[config.mk]
export PLATFORM = sky130hd
export DESIGN_NAME = i2c_master_bit_engine
export DESIGN_NICKNAME = d
export VERILOG_FILES = /design/src/hw/rtl/i2cm_pkg.sv /design/src/hw/rtl/i2c_master_bit_engine.sv /design/src/hw/rtl/i2cm_front.sv /design/src/hw/rtl/i2cm_queue.sv /design/src/hw/rtl/i2cm_back.sv
export SDC_FILE = /design/constraint.sdc
export NUM_CORES = 1
export LEC_CHECK = 0
export ABC_AREA = 1
export BUFFER_PORTS_ARGS = -buffer_cell sky130_fd_sc_hd__buf_4
export CAP_MARGIN = 10
export CORE_MARGIN = 1
export CORE_UTILIZATION = 58
export DETAILED_ROUTE_END_ITERATION = 16
export PLACE_DENSITY = 0.8
export SETUP_SLACK_MARGIN = 0.1
export SYNTH_ARGS = -nofsm -noshare
export SYNTH_HDL_FRONTEND = slang
export SYNTH_SLANG_ARGS = --single-unit
[constraint.sdc]
create_clock -name clk -period 2.7 [get_ports clk]
set_input_delay 0 -clock clk [delete_from_list [all_inputs] [get_ports clk]]
set_output_delay 0 -clock clk [all_outputs]
set_load 0.05 [all_outputs]
[src/hw/rtl/i2cm_pkg.sv]
// Shared types and phase tables for the I2C master bit engine.
// Command entry passed from front to back, phase record and phase decode functions.
// No dependencies.
package i2cm_pkg;

  typedef enum logic [2:0] {
    CMD_START  = 3'd0,
    CMD_RSTART = 3'd1,
    CMD_STOP   = 3'd2,
    CMD_WRITE  = 3'd3,
    CMD_READ   = 3'd4
  } cmd_t;

  // data: write byte, or the assembled read byte (MSB = first sample)
  // flag: write -> sampled ack bit, read -> SDA level of the master's ack bit
  typedef struct packed {
    cmd_t       cmd;
    logic [7:0] data;
    logic       flag;
  } cmd_entry_t;

  typedef struct packed {
    logic       scl;
    logic       sda;
    logic       smp;
    logic       last;
    logic [7:0] rd;
    logic       ack;
  } phase_t;

  typedef enum logic {
    ST_IDLE = 1'b0,
    ST_RUN  = 1'b1
  } back_state_t;

  // Line levels and marks of one phase, indexed by bit slot and sub-phase.
  function automatic phase_t i2cm_phase(cmd_entry_t e, logic [3:0] bit_idx, logic [1:0] sub);
    phase_t p;
    logic   b;
    p = '0;
    b = e.data[~bit_idx[2:0]];
    unique case (e.cmd)
      CMD_START: begin
        p.scl  = (sub != 2'd2);
        p.sda  = (sub == 2'd0);
        p.last = (sub == 2'd2);
      end
      CMD_RSTART: begin
        p.scl  = sub[1];
        p.sda  = (sub != 2'd3);
        p.last = (sub == 2'd3);
      end
      CMD_STOP: begin
        p.scl  = 1'b1;
        p.sda  = sub[0];
        p.last = sub[0];
      end
      CMD_WRITE: begin
        if (bit_idx[3]) begin
          // ack slot: release and sample, then clock low
          p.scl  = !sub[0];
          p.sda  = 1'b1;
          p.smp  = !sub[0];
          p.last = sub[0];
          p.ack  = sub[0] & e.flag;
        end else begin
          p.scl = (sub == 2'd0);
          p.sda = (sub != 2'd2) & b;
        end
      end
      CMD_READ: begin
        if (bit_idx == 4'd9) begin
          p.last = 1'b1;
          p.rd   = e.data;
        end else if (bit_idx == 4'd8) begin
          p.scl = (sub == 2'd0);
          p.sda = (sub != 2'd2) & e.flag;
        end else begin
          p.scl = !sub[0];
          p.sda = 1'b1;
          p.smp = !sub[0];
        end
      end
      default: p = '0;
    endcase
    return p;
  endfunction

  // Last sub-phase index of the current bit slot.
  function automatic logic [1:0] i2cm_sub_max(cmd_t cmd, logic [3:0] bit_idx);
    logic [1:0] m;
    m = 2'd0;
    unique case (cmd)
      CMD_START:  m = 2'd2;
      CMD_RSTART: m = 2'd3;
      CMD_STOP:   m = 2'd1;
      CMD_WRITE:  m = bit_idx[3] ? 2'd1 : 2'd2;
      CMD_READ: begin
        if (bit_idx == 4'd8)     m = 2'd2;
        else if (bit_idx[3])     m = 2'd0;
        else                     m = 2'd1;
      end
      default: m = 2'd0;
    endcase
    return m;
  endfunction

endpackage

[src/hw/rtl/i2c_master_bit_engine.sv]
// I2C master bit engine: turns bus commands into timed SCL/SDA line phases.
// Accepted items wait in the queue; the back end pops each into a command register
// and loads its phases into the output register, each once the phase_cycles hold
// timer has run out and the output register is free. An item takes 2 to 26 phases.
// Items are queued QUEUE_DEPTH deep; input stays ready while the queue has room.
// Reset: phase_cycles = 500, queue and output register empty. Depends on i2cm_pkg.
module i2c_master_bit_engine #(
  parameter int QUEUE_DEPTH = 2
) (
  input  logic        clk,
  input  logic        rst_n,
  input  logic        cfg_valid,
  output logic        cfg_ready,
  input  logic [15:0] cfg_phase_cycles,
  input  logic        in_valid,
  output logic        in_ready,
  input  logic [2:0]  in_kind,
  input  logic [7:0]  in_data_byte,
  input  logic        in_send_ack,
  input  logic [8:0]  in_slave_sda,
  output logic        out_valid,
  input  logic        out_ready,
  output logic        out_scl_release,
  output logic        out_sda_release,
  output logic        out_sample_point,
  output logic        out_last_phase,
  output logic [7:0]  out_read_data,
  output logic        out_ack_bit
);
  import i2cm_pkg::*;

  localparam logic [15:0] PHASE_CYCLES_RST = 16'd500;

  logic [15:0] phase_cycles_r;
  logic        q_push, q_pop, q_full, q_empty;
  cmd_entry_t  q_entry, q_head;

  assign cfg_ready = 1'b1;

  always_ff @(posedge clk) begin
    if (!rst_n) begin
      phase_cycles_r <= PHASE_CYCLES_RST;
    end else if (cfg_valid && cfg_ready) begin
      phase_cycles_r <= cfg_phase_cycles;
    end
  end

  i2cm_front u_front (
    .in_valid     (in_valid),
    .in_ready     (in_ready),
    .in_kind      (in_kind),
    .in_data_byte (in_data_byte),
    .in_send_ack  (in_send_ack),
    .in_slave_sda (in_slave_sda),
    .q_full       (q_full),
    .q_push       (q_push),
    .q_entry      (q_entry)
  );

  i2cm_queue #(
    .DEPTH (QUEUE_DEPTH)
  ) u_queue (
    .clk        (clk),
    .rst_n      (rst_n),
    .push       (q_push),
    .push_entry (q_entry),
    .full       (q_full),
    .pop        (q_pop),
    .empty      (q_empty),
    .head       (q_head)
  );

  i2cm_back u_back (
    .clk              (clk),
    .rst_n            (rst_n),
    .phase_cycles     (phase_cycles_r),
    .q_empty          (q_empty),
    .q_head           (q_head),
    .q_pop            (q_pop),
    .out_valid        (out_valid),
    .out_ready        (out_ready),
    .out_scl_release  (out_scl_release),
    .out_sda_release  (out_sda_release),
    .out_sample_point (out_sample_point),
    .out_last_phase   (out_last_phase),
    .out_read_data    (out_read_data),
    .out_ack_bit      (out_ack_bit)
  );

endmodule

[src/hw/rtl/i2cm_front.sv]
// Front end: accepts command items, drops unknown kinds and builds queue entries.
// Depends on i2cm_pkg.
module i2cm_front (
  input  logic                  in_valid,
  output logic                  in_ready,
  input  logic [2:0]            in_kind,
  input  logic [7:0]            in_data_byte,
  input  logic                  in_send_ack,
  input  logic [8:0]            in_slave_sda,
  input  logic                  q_full,
  output logic                  q_push,
  output i2cm_pkg::cmd_entry_t  q_entry
);
  import i2cm_pkg::*;

  logic       known;
  logic [7:0] rd_byte;

  // first sample lands in the MSB
  always_comb begin
    for (int i = 0; i < 8; i++) begin
      rd_byte[7 - i] = in_slave_sda[i];
    end
  end

  always_comb begin
    known         = 1'b1;
    q_entry.cmd   = cmd_t'(in_kind);
    q_entry.data  = 8'd0;
    q_entry.flag  = 1'b0;
    unique case (in_kind)
      CMD_START, CMD_RSTART, CMD_STOP: ;
      CMD_WRITE: begin
        q_entry.data = in_data_byte;
        q_entry.flag = in_slave_sda[0];
      end
      CMD_READ: begin
        q_entry.data = rd_byte;
        q_entry.flag = !in_send_ack;
      end
      default: known = 1'b0;
    endcase
  end

  assign in_ready = !q_full;
  // unknown kinds are taken and dropped
  assign q_push   = in_valid && in_ready && known;

endmodule

[src/hw/rtl/i2cm_queue.sv]
// Short command queue between the front end and the phase sequencer.
// Depends on i2cm_pkg.
module i2cm_queue #(
  parameter int DEPTH = 2
) (
  input  logic                  clk,
  input  logic                  rst_n,
  input  logic                  push,
  input  i2cm_pkg::cmd_entry_t  push_entry,
  output logic                  full,
  input  logic                  pop,
  output logic                  empty,
  output i2cm_pkg::cmd_entry_t  head
);
  import i2cm_pkg::*;

  localparam int PW = (DEPTH > 1) ? $clog2(DEPTH) : 1;
  localparam int CW = $clog2(DEPTH + 1);
  localparam logic [PW-1:0] PTR_LAST = PW'(DEPTH - 1);
  localparam logic [CW-1:0] CNT_FULL = CW'(DEPTH);

  cmd_entry_t      mem_r [DEPTH];
  logic [PW-1:0]   wr_ptr_r, wr_ptr_nxt;
  logic [PW-1:0]   rd_ptr_r, rd_ptr_nxt;
  logic [CW-1:0]   count_r, count_nxt;

  assign full  = (count_r == CNT_FULL);
  assign empty = (count_r == '0);
  assign head  = mem_r[rd_ptr_r];

  always_comb begin
    wr_ptr_nxt = wr_ptr_r;
    rd_ptr_nxt = rd_ptr_r;
    count_nxt  = count_r;
    if (push) begin
      wr_ptr_nxt = (wr_ptr_r == PTR_LAST) ? '0 : wr_ptr_r + 1'b1;
    end
    if (pop) begin
      rd_ptr_nxt = (rd_ptr_r == PTR_LAST) ? '0 : rd_ptr_r + 1'b1;
    end
    if (push && !pop) begin
      count_nxt = count_r + 1'b1;
    end else if (pop && !push) begin
      count_nxt = count_r - 1'b1;
    end
  end

  always_ff @(posedge clk) begin
    if (!rst_n) begin
      wr_ptr_r <= '0;
      rd_ptr_r <= '0;
      count_r  <= '0;
    end else begin
      wr_ptr_r <= wr_ptr_nxt;
      rd_ptr_r <= rd_ptr_nxt;
      count_r  <= count_nxt;
    end
  end

  always_ff @(posedge clk) begin
    if (push) begin
      mem_r[wr_ptr_r] <= push_entry;
    end
  end

  a_no_overflow: assert property (@(posedge clk) disable iff (!rst_n)
    push |-> (!full || pop))
    else $error("queue push while full");

  a_no_underflow: assert property (@(posedge clk) disable iff (!rst_n)
    pop |-> !empty)
    else $error("queue pop while empty");

  a_ptrs_on_empty: assert property (@(posedge clk) disable iff (!rst_n)
    empty |-> (wr_ptr_r == rd_ptr_r))
    else $error("queue pointers disagree while empty");

endmodule

[src/hw/rtl/i2cm_back.sv]
// Back end: walks each queued command's line phases into a registered output,
// as the hold timer and out_ready allow. Depends on i2cm_pkg.
module i2cm_back (
  input  logic                  clk,
  input  logic                  rst_n,
  input  logic [15:0]           phase_cycles,
  input  logic                  q_empty,
  input  i2cm_pkg::cmd_entry_t  q_head,
  output logic                  q_pop,
  output logic                  out_valid,
  input  logic                  out_ready,
  output logic                  out_scl_release,
  output logic                  out_sda_release,
  output logic                  out_sample_point,
  output logic                  out_last_phase,
  output logic [7:0]            out_read_data,
  output logic                  out_ack_bit
);
  import i2cm_pkg::*;

  back_state_t  state_r, state_nxt;
  cmd_entry_t   cur_r, cur_nxt;
  logic [3:0]   bit_idx_r, bit_idx_nxt;
  logic [1:0]   sub_r, sub_nxt;
  logic [15:0]  wait_r, wait_nxt;
  logic         out_valid_r, out_valid_nxt;
  phase_t       out_ph_r;
  phase_t       ph;
  logic         out_load;

  assign ph       = i2cm_phase(cur_r, bit_idx_r, sub_r);
  assign out_load = (state_r == ST_RUN) && (wait_r == '0) && (!out_valid_r || out_ready);

  always_comb begin
    state_nxt     = state_r;
    cur_nxt       = cur_r;
    bit_idx_nxt   = bit_idx_r;
    sub_nxt       = sub_r;
    q_pop         = 1'b0;
    out_valid_nxt = out_valid_r;
    if (out_valid_r && out_ready) begin
      out_valid_nxt = 1'b0;
    end
    unique case (state_r)
      ST_IDLE: begin
        if (!q_empty) begin
          q_pop       = 1'b1;
          cur_nxt     = q_head;
          bit_idx_nxt = '0;
          sub_nxt     = '0;
          state_nxt   = ST_RUN;
        end
      end
      ST_RUN: begin
        if (out_load) begin
          out_valid_nxt = 1'b1;
          if (ph.last) begin
            state_nxt = ST_IDLE;
          end else if (sub_r == i2cm_sub_max(cur_r.cmd, bit_idx_r)) begin
            bit_idx_nxt = bit_idx_r + 1'b1;
            sub_nxt     = '0;
          end else begin
            sub_nxt = sub_r + 1'b1;
          end
        end
      end
      default: state_nxt = ST_IDLE;
    endcase
  end

  // phase hold timer, runs across command boundaries
  always_comb begin
    wait_nxt = wait_r;
    if (out_load) begin
      wait_nxt = (phase_cycles == '0) ? '0 : phase_cycles - 1'b1;
    end else if (wait_r != '0) begin
      wait_nxt = wait_r - 1'b1;
    end
  end

  always_ff @(posedge clk) begin
    if (!rst_n) begin
      state_r     <= ST_IDLE;
      wait_r      <= '0;
      out_valid_r <= 1'b0;
      bit_idx_r   <= '0;
      sub_r       <= '0;
    end else begin
      state_r     <= state_nxt;
      wait_r      <= wait_nxt;
      out_valid_r <= out_valid_nxt;
      bit_idx_r   <= bit_idx_nxt;
      sub_r       <= sub_nxt;
    end
  end

  always_ff @(posedge clk) begin
    cur_r <= cur_nxt;
    if (out_load) begin
      out_ph_r <= ph;
    end
  end

  assign out_valid        = out_valid_r;
  assign out_scl_release  = out_ph_r.scl;
  assign out_sda_release  = out_ph_r.sda;
  assign out_sample_point = out_ph_r.smp;
  assign out_last_phase   = out_ph_r.last;
  assign out_read_data    = out_ph_r.rd;
  assign out_ack_bit      = out_ph_r.ack;

  a_timer_gates_phase: assert property (@(posedge clk) disable iff (!rst_n)
    out_load |-> (wait_r == '0))
    else $error("phase issued before hold time elapsed");

  a_last_ends_cmd: assert property (@(posedge clk) disable iff (!rst_n)
    (out_load && ph.last) |=> (state_r == ST_IDLE))
    else $error("sequencer kept running after last phase");

  a_bit_slot_range: assert property (@(posedge clk) disable iff (!rst_n)
    (state_r == ST_RUN) |-> (bit_idx_r <= 4'd9))
    else $error("bit slot out of range");

  a_pop_only_idle: assert property (@(posedge clk) disable iff (!rst_n)
    q_pop |-> (state_r == ST_IDLE))
    else $error("queue popped while a command is running");

endmodule
# Word level (Yosys, flattened, before mapping)
# Memory sizes are Yosys's and may differ from the RTL's. A register that Yosys moved wholly into a read port is not among the register bits.
# Index checks and enable logic that the tools add are counted.
[word_totals]
reg_bits = 57
ram_bits = 24
inputBits = 42
output_inout_bits = 16
elab_cells = 127
n_memories = 1
[op_classes]
addsub = 8
order_cmp = 1
eq_ne = 20
mux = 47
bitwise_logic = 6
reduce_logical = 29
[memory_table]
columns = ["name", "depth", "word_bits", "rd", "rd_ports_with_merged_regs", "write_ports", "line", "rtl"]
rows = [
  ["u_queue.mem_r", 2, 12, 1, 1, 1, "i2cm_queue.sv:22", "cmd_entry_t mem_r [DEPTH];"],
]
[ops]
columns = ["op", "count"]
rows = [
  ["$mux W16", 3],
  ["$logic_not A16 Y1", 2],
  ["$sub A16 B1 Y16 const B", 2],
  ["$mux W2", 14],
  ["$pmux W2 S5", 2],
  ["$pmux W9 S2", 1],
  ["$mux W4", 4],
  ["$reduce_bool A16 Y1", 1],
  ["$mux W1", 15],
  ["$eq A3 B2 Y1 const B", 4],
  ["$ne A2 B2 Y1 const B", 6],
  ["$mux W9", 1],
  ["$eq A4 B4 Y1 const B", 2],
  ["$pmux W4 S2", 1],
  ["$logic_and A1 B1 Y1", 7],
  ["$eq A2 B2 Y1 const B", 3],
  ["$eq A3 B1 Y1 const B", 2],
  ["$eq A3 B3 Y1 const B", 2],
  ["$logic_not A1 Y1", 6],
  ["$logic_not A3 Y1", 2],
  ["$reduce_and A2 Y1", 3],
  ["$pmux W1 S5", 1],
  ["$reduce_or A5 Y1", 1],
  ["$add A2 B1 Y2 const B", 2],
  ["17 further kinds", 24],
]

# Logic depth before layout (Yosys ltp)
# Gate-level depths: netlist of the first run.
[depth]
depth_word = 11
ltp_mapped = 15
mapped_depth_nobuf = 14

# By module
# From an unflattened synthesis of the first run, not the netlist that was laid out.
[unflattened]
hier_cells = 606
hier_area_um2 = 5048.6
[modules_own_cells]
columns = ["module", "n_inst", "cells_each", "area_per_inst_um2", "seq_area_each_um2"]
rows = [
  ["i2cm_back", 1, 402, 3021.6, 1231.2],
  ["i2cm_queue", 1, 72, 1132.3, 820.8],
  ["i2c_master_bit_engine", 1, 92, 658.1, 320.3],
  ["i2cm_front", 1, 40, 236.5, 0.0],
]

# Least setup slack after synthesis of the first run
# Ideal clock, no wire load.
[synth_timing]
kind = "flip-flop to flip-flop"
from = "register u_back.state_r"
to = "register u_queue.count_r[1]"
setup_ns = 0.122
t_arrival_ns = 2.107
t_required_ns = 2.578
setup_slack_ns = 0.471
path_stages_with_launch = 9
path_buffers = 1
period_less_slack_ns = 2.229
path_cell_list = "dfxtp_1 -> clkbuf_1 -> a21oi_1 -> inv_1 -> ha_1 -> a21oi_1 -> o21ai_0 -> o21ai_0 -> a21oi_1"
[synth_between]
elab_chain_cells = 4
word_cells_on_any_way = 6
cone_classes = "2 x mux; 4 x reduce/logical"
[synth_rtl]
columns = ["item", "line", "rtl"]
rows = [
  ["start, declared", "i2cm_back.sv:21", "back_state_t state_r, state_nxt;"],
  ["start signal, assigned", "i2cm_back.sv:89", "state_r <= state_nxt;"],
  ["$mux W1 (*)", "i2cm_back.sv:44", "unique case (state_r)"],
  ["named net q_pop", "i2c_master_bit_engine.sv:35", "logic q_push, q_pop, q_full, q_empty;"],
  ["$logic_not A1 Y1", "i2cm_queue.sv:41", "if (push && !pop) begin"],
  ["$logic_and A1 B1 Y1", "i2cm_queue.sv:41", ""],
  ["$mux W2 / $reduce_bool A2 Y1 (equally long branches)", "--", ""],
  ["end signal, assigned", "i2cm_queue.sv:56", "count_r <= count_nxt;"],
  ["end, declared", "i2cm_queue.sv:25", "logic [CW-1:0] count_r, count_nxt;"],
]
# The timed path passes the listed nets; every way through them passes the cells marked *.
# A chain may end at the register's enable or synchronous reset.

==> results.txt, run 1 <==
The post-layout net count is 729. Among cell families on the critical path, the largest total delay comes from buffers and inverters. The cell area reported after detailed placement is 5240 um2. The number of remaining DRC errors is 0. The total length of routed wires is 10400 um. The net count after synthesis is 638.

The vertical die dimension is 92.7 um. The total overflow left after global routing is 0. The count of different cell masters after synthesis is 38. For this run, the number of Yosys warnings is 0. The initial antenna violation count came out at 0. The first-pass GRT wire length is 18000 um. For this configuration, the core starts out at a cell density of 0.607. The number of enable flip-flop cells after synthesis is 49. The final setup TNS is 0 ns. The tree built by TritonCTS fans out to 93 sinks. In the synthesized netlist, the cells that appear most often are nand2_1 (111), nor2_1 (87), inv_1 (74).

The antenna violation net count after detailed routing is 0. The largest total area in the synthesized netlist belongs to edfxtp_1. The slowest stage of the critical path is the dlygate4sd3_1 cell.

On the worst path, the slowest cell contributes a delay of 0.58 ns. By area the synthesized netlist is led by edfxtp_1 (31%), dfxtp_1 (18%), nand2_1 (8.7%). The later-pin clock latency in the skew report came out at 0.36 ns. The detailed-route vias per instance is 5.36. The setup path with the least slack is of type input port to register. In this run, post-CTS repair resized a total of 0 instances. The fraction of layout cells with a size suffix above 1 came out at 0.133. The max-slew violation count is 0.

The number of endpoints failing setup at the final stage is 0. The detailed router finished its first iteration with 296 violations. For this run, the number of standard cells in the final layout without fillers is 784. The total via count after detailed routing came out at 4199. Setup repair after global routing left no endpoint under its margin.

The synthesized area divided by synthesized cell count is 8.13 um2. The critical-path maximum fanout came out at 23. The worst path in the final design needs a cycle of 2.33 ns, including I/O delays and setup. The number of global-route vias before repair was 4003. The maximum number of pins on one net before global-route repair is 24. The detailed-routing iteration count for the pre-antenna-repair pass came out at 5. The HPWL after detailed placement came out at 6610 um. The number of buffers added on ports came out at 55. The number of rows in the core area came out at 32. The power density over cell area is 920 nW/um2. In the finished design, the share of the clock period the worst path needs comes to 0.862. The number of endpoints with negative hold slack in the final report is 0.

The synthesis-stage register bit count came out at 93. The tightest hold margin is 0.0117 ns. The leakage component of the power is 0.00255 uW.

The repair_antennas step left the layout with diodes totalling 0. The peak supply drop came out at 0.455 mV. The post-placement setup slack came out at 0.641 ns.

The post-CTS setup-driven buffer insertion count came out at 0. The critical path buffer and inverter count came out at 5. In this design, the critical path's most frequently occurring cell is dlygate4sd3_1. The routed length per placed instance came out at 13.3 um. The flow ran to the end, and the final reports show no timing, DRC or antenna violations. The placed instance count is 730. The proportion of register bits with asynchronous set or reset after synthesis is 0.

The area enclosed by the die boundary is 8590 um2. The clock passes through at most 2 buffers. The worst setup path is captured at a register. The clock tree skew after final layout is 0.00459 ns. At the worst endpoint, the required time is 2.95 ns. The worst setup path is launched from an input port. The global placement routability congestion is 0.884. The number of instances in the synthesized netlist is 586. The width of the chip came out at 92.7 um.

The max-slew headroom at the worst pin is 0.602. The max capacitance violation total came out at 0. The core region area came out at 7850 um2. The most frequently used flop master after synthesis is edfxtp_1.

The slew at the pin closest to its max-slew limit is 0.597 ns. Clock tree synthesis selected as its root buffer the cell clkbuf_8. The CTS buffer count is 9.

The post-synthesis sequential area ratio is 0.493. The global-route usage over all layers is 0.266. Timing would allow up to 0.430 GHz.

The share of synthesized area in the top cell type comes to 0.309. In this run the worst hold path is classified as input port to register. The area overhead of the layout relative to synthesis came out at 21.8%.

The number of ports placed on the die boundary is 58. The least setup slack across all paths after layout came out at 0.374 ns. The CTS tree is built. The arrival time of data at the critical path endpoint is 2.58 ns. Counting the fill cells in the layout gives 562. The clock slew at the register clock pins of the worst setup and hold paths is 0.09 ns. The critical path goes through dlygate4sd3_1 -> buf_4 -> inv_1 -> a21oi_1 -> dlygate4sd3_1 -> o21ai_0 -> dlygate4sd3_1. The synthesized cell area is 4770 um2. The finished layout cell area came out at 5810 um2. The H-tree depth is 3.

Yosys instantiated no cell more often than nand2_1.
[worst paths after layout]
path	to	start	cells after the start	slack [ns]
worst max-delay path	phase_cycles_r[6]	rst_n	7	0.37
worst min-delay path	u_queue.mem_r[0][5]	in_slave_sda[3]	3	0.01
worst max register to register	u_back.out_last_phase	u_back.wait_r[0]	8	0.61
worst min register to register	u_back.wait_r[0]	u_back.wait_r[0]	2	0.49
[cells by family (layout without fill, tap and decap cells)]
group / after synthesis / after routing / synth area share
and+or+nand+nor: 270 / 270 / 0.251
AOI/OAI and AO/OA: 97 / 97 / 0.108
DFF: 93 / 93 / 0.493
buffers and inverters: 93 / 189 / 0.0798
xor gates and xnor gates: 22 / 22 / 0.0404
adders and majority gates: 10 / 10 / 0.0262
other: 1 / 1 / 0.000787
[cell type report]
cell class	count	area, um2	share of cell area
Tap cell	102	128	0.0220
Clock buffer	9	124	0.0213
Timing Repair Buffer	96	816	0.141
Multi-Input combinational cell	400	2030	0.350
Inverter	77	294	0.0506
Sequential cell	93	2350	0.405
Clock inverter	7	57.6	0.00991
[worst reg2reg max path, stage by stage (launching register included)]
cell,delay (ns)
dfxtp_1,0.33
inv_1,0.09
ha_1,0.26
nand2_4,0.10
nor2_8,0.16
nand3_2,0.09
nor2_1,0.13
nand3_1,0.14
inv_1,0.43
[where the power goes]
part	internal, uW	switching [uW]
clock	350	517
sequential	1880	314
combinational	848	1430
[state kept, by name, summed over array words and instances (netlist names), 2 cells and up]
| register | flops |
|---|---|
| u_queue.mem_r | 24 |
| phase_cycles_r | 16 |
| u_back.wait_r | 16 |
| u_back.cur_r | 12 |
| u_back.out_read_data | 8 |
| u_back.bit_idx_r | 4 |
| u_back.sub_r | 2 |
| u_queue.count_r | 2 |
[routing by layer]
metal  vias to the layer above  wire (um)  track usage
met5                         -          0            0
met4                         0        228        0.114
met3                        28        656       0.0369
met2                       161       4980        0.439
met1                      1911       4540        0.350
li1                       2099          -            -
[metrics by stage]
| stage | power [uW] | utilization |
|---|---|---|
| floorplan | 3930 | - |
| detailed placement | 4390 | 0.668 |
| CTS | 5320 | 0.740 |
| global route | 5770 | 0.740 |
| global placement | 4310 | 0.668 |
| finish | 5340 | 0.740 |
[placed cells by master (no fill, tap or decap), types with 2 or more instances in the layout]
master,synthesis,layout
nand2_2,3,3
nand2_4,2,2
a211oi_1,4,4
a31oi_1,4,4
nor2_1,87,87
dlygate4sd3_1,0,38
a21oi_1,39,39
xor2_1,14,14
buf_4,2,58
inv_6,0,3
nand4_1,5,5
nand3_1,42,42
clkinv_4,1,2
o22ai_1,3,3
xnor2_1,8,8
inv_1,74,74
dfxtp_1,44,44
clkbuf_8,0,9
edfxtp_1,49,49
nand3b_1,3,3
nor2_4,3,3
nand2_1,111,111
o21ai_1,4,4
inv_2,2,2
o21ai_0,39,39
ha_1,10,10
nor3_1,8,8
nor2_2,2,2
[what timing repair did]
item                                    in CTS  in global routing
hold buffers                                38                  0
endpoints found under the setup margin       0                  0
endpoints found under the hold margin       38                  0
(Power assumes the default switching activity.)
==> run 2: changes to the inputs <==
--- a/config.mk
+++ b/config.mk
@@ -9,10 +9,12 @@
 export BUFFER_PORTS_ARGS = -buffer_cell sky130_fd_sc_hd__buf_4
 export CAP_MARGIN = 10
 export CORE_MARGIN = 1
-export CORE_UTILIZATION = 58
+export CORE_UTILIZATION = 59
 export DETAILED_ROUTE_END_ITERATION = 16
 export PLACE_DENSITY = 0.8
+export RECOVER_POWER = 50
 export SETUP_SLACK_MARGIN = 0.1
 export SYNTH_ARGS = -nofsm -noshare
 export SYNTH_HDL_FRONTEND = slang
+export SYNTH_HIERARCHICAL = 1
 export SYNTH_SLANG_ARGS = --single-unit
==> run 2 against run 1 <==
  * Global-route usage down 1.5 points
  * Design area increased by 1.6%
  * Worst hold slack got worse by 0.0053 ns
  * Synthesized cell count is 3.4% higher
  * Critical path depth down 1
  * Fmax up 7.2%
  * Flip-flop and latch count rose by 1
  * Register-to-register slack got worse by 0.08 ns
  * First-iteration DRC count down 31%
  * Synthesized area rose by 5.9%
  * Critical path type is now register to register
  * Critical endpoint is now u_back/out_read_data[4]
==> results.txt, run 2 <==
Post-CTS repair changed the size of 0 cells. The count of different cell masters after synthesis came out at 41. The finished cells cover 5900 um2. The max-slew violation count is 0.

The fraction of met3 tracks used by global routing is 0.0403. The area overhead of the layout relative to synthesis came out at 16.8%. The number of hold buffers added after CTS was 38. The max capacitance violation total came out at 0. The path type of the worst min-delay path is input port to register. The type of destination of the critical path is a register. In the routed layout, each cell is associated on average with a via count of 5.33. The total global routing overflow is 0. The number of endpoints with negative hold slack in the final report was 0.

VDD sags by at most 0.646 mV. The synthesized area divided by synthesized cell count came out at 8.33 um2. The CTS buffer count is 9. The global routing met2 resource utilization is 0.430. The post-layout net count is 746.

On the critical path the largest part of the delay comes from simple AND/OR/NAND/NOR gates. The most used flip-flop cell after synthesis is edfxtp_1. After synthesis the netlist holds a flip-flop and latch count of 94.

After detailed routing, the average wire length per cell comes to 13.3 um. The routing usage on met1 came out at 0.314. For this block, the via count after detailed routing is 4283. The area share of the largest cell type after synthesis came out at 0.291. In this run the tool buffered the top-level ports with 55 buffer cells. The number of global-route vias before repair was 3951.

The first detailed-routing pass took 5 iterations. After floorplanning, the core was sized to cover 8260 um2. Setup violations remaining at the end of the flow were counted as 0. After synthesis, the cell types taking the most area are edfxtp_1 (29%), dfxtp_1 (18%), nand2_1 (9.6%). No sink is reached through more buffers than the 2 on the longest clock path. The DRC violation total after the first TritonRoute iteration came out at 205.

In the layout the commonest cells are nand2_1 (129), nor2_1 (96), inv_1 (62). The largest registers in the layout are u_queue/mem_r x24, phase_cycles_r x16, u_back/wait_r x16. The register ranked first by flip-flop count is u_queue/mem_r.

For this configuration, the core starts out at a cell density of 0.611. The total length of routed wires came out at 10700 um. The clock net sink count is 94.

For this design, the slowest cell found on the critical path is inv_1. The number of remaining DRC errors is 0. The floorplan has 33 rows. For this run, the slowest stage of the critical path takes 0.44 ns. TritonCTS built the clock tree.

The final setup TNS came out at 0 ns. The width of the chip came out at 94.5 um. The flow ran to the end, and the final reports show no timing, DRC or antenna violations. The synthesized cell area is 5050 um2. The later-pin clock latency in the skew report came out at 0.37 ns. Setup repair after global routing left no endpoint under its margin. The cell area reported after detailed placement came out at 5450 um2. Of all nets on the critical path, the largest fanout is 13.

The max-slew headroom at the worst pin came out at 0.497. The timing-limited maximum frequency is 0.461 GHz. The post-synthesis sequential area ratio came out at 0.470.

The vertical die dimension is 94.5 um. The repair_antennas step left the layout with diodes totalling 0. The most repeated cell in the gate-level netlist after synthesis is nand2_1. The Yosys step of the flow raised 6 warnings. The critical path buffer and inverter count came out at 2.

By count the netlist is led by nand2_1 (129), nor2_1 (96), inv_1 (60). Of the cells placed in the final design, the portion with a size suffix greater than 1 is 0.122. The first global-routing pass estimated 17400 um of wire. Synthesis produced a netlist with a net count of 658. The global placement routability congestion came out at 0.932. The HPWL after detailed placement came out at 7250 um. The initial antenna violation count came out at 0.

The number of enable flip-flop cells after synthesis came out at 49. The clock slew at the register clock pins of the worst setup and hold paths came out at 0.09 ns. The maximum number of pins on one net before global-route repair came out at 31. Of all cell types, the one taking the most synthesized area is edfxtp_1.

The register with the most flip-flops in the layout has 24 of them. Across every metal layer, demand over resource in global routing totals 0.251. Traced cell by cell, the critical path runs through inv_2 -> ha_1 -> nand3_1 -> nor3_4 -> nand3_4 -> inv_1. The clock tree skew after final layout is 0.0137 ns. The antenna violation net count after detailed routing is 0. CTS placed an instance of clkbuf_8 at the clock tree root. The critical path is of the register to register type.

The required time of the worst setup path is 2.71 ns. Data on the critical path arrives at its endpoint at 2.18 ns. The number of instances in the synthesized netlist came out at 606. The H-tree generated during clock tree synthesis spans 3 levels. The area enclosed by the die boundary came out at 8930 um2. In this run the post-CTS setup repair buffer count came out at 0. The clock period minus worst slack is 2.17 ns.

STA classifies the critical path startpoint as a register. At the pin with the least slew margin, the transition time is 0.755 ns. The leakage component of the power came out at 0.00255 uW. The most common library cell in the layout ignoring fill and taps is nand2_1. The share of the clock period used by the worst path after layout came out at 0.803. The power density over cell area is 900 nW/um2. Of all flip-flops after synthesis, the portion carrying an async set or reset was 0. During I/O placement, the number of pins put on the boundary was 58.

The most heavily used metal layer in global routing is met2.
run 2: kinds of logic after synthesis:
kind of cell,Yosys count,share of synthesized area
AND/OR/NAND/NOR,326,0.287
flip-flops,94,0.470
buffers and inverters,89,0.0840
AO/OA/AOI/OAI,51,0.0592
XOR/XNOR,23,0.0399
multiplexers,12,0.0342
adder cells (fa/ha/maj),10,0.0248
other,1,0.000743
run 2: path summary, 6_finish.rpt:
path / start / end / slack, ns / cells past startpoint
worst max-delay path: u_back/wait_r[0] / u_back/out_read_data[4] / 0.53 / 6
worst min-delay path: rst_n / phase_cycles_r[6] / 0.006 / 2
worst max register to register: u_back/wait_r[0] / u_back/out_read_data[4] / 0.53 / 6
worst min register to register: phase_cycles_r[1] / phase_cycles_r[1] / 0.49 / 2
run 2: metrics by stage:
stage          instances  setup slack, ns  hold slack (ns)  total power (uW)  utilization
2_1_floorplan        606            0.712            0.121              3990            -
3_3_place_gp         750            0.633            0.212              4370        0.660
3_5_place_dp         750            0.556            0.216              4480        0.660
4_1_cts              803            0.556          0.00124              5360        0.727
5_1_grt              803            0.381           0.0127              5680        0.714
6_report             803            0.531          0.00642              5310        0.714
run 2: layout make-up:
| class | count | area [um2] |
|---|---|---|
| fillers | 652 | 2360 |
| multi-input cells | 423 | 2210 |
| repair buffers | 96 | 744 |
| flip-flops and latches | 94 | 2370 |
| inverters | 70 | 263 |
| well taps | 105 | 131 |
| clock buffers | 9 | 124 |
| clock inverters | 6 | 48.8 |
run 2: where the power goes:
group,total [uW],internal [uW],leakage (uW),switching (uW)
logic,2270,850,0.00164,1420
clock network,842,336,0.0000779,507
registers,2190,1880,0.000837,310
total,5310,3070,0.00255,2240
run 2: per-layer routing:
| layer | up-vias | routed length (um) |
|---|---|---|
| met1 | 1976 | 4600 |
| met4 | 0 | 202 |
| met2 | 133 | 5340 |
| li1 | 2152 | - |
| met3 | 22 | 558 |
| met5 | - | 0 |
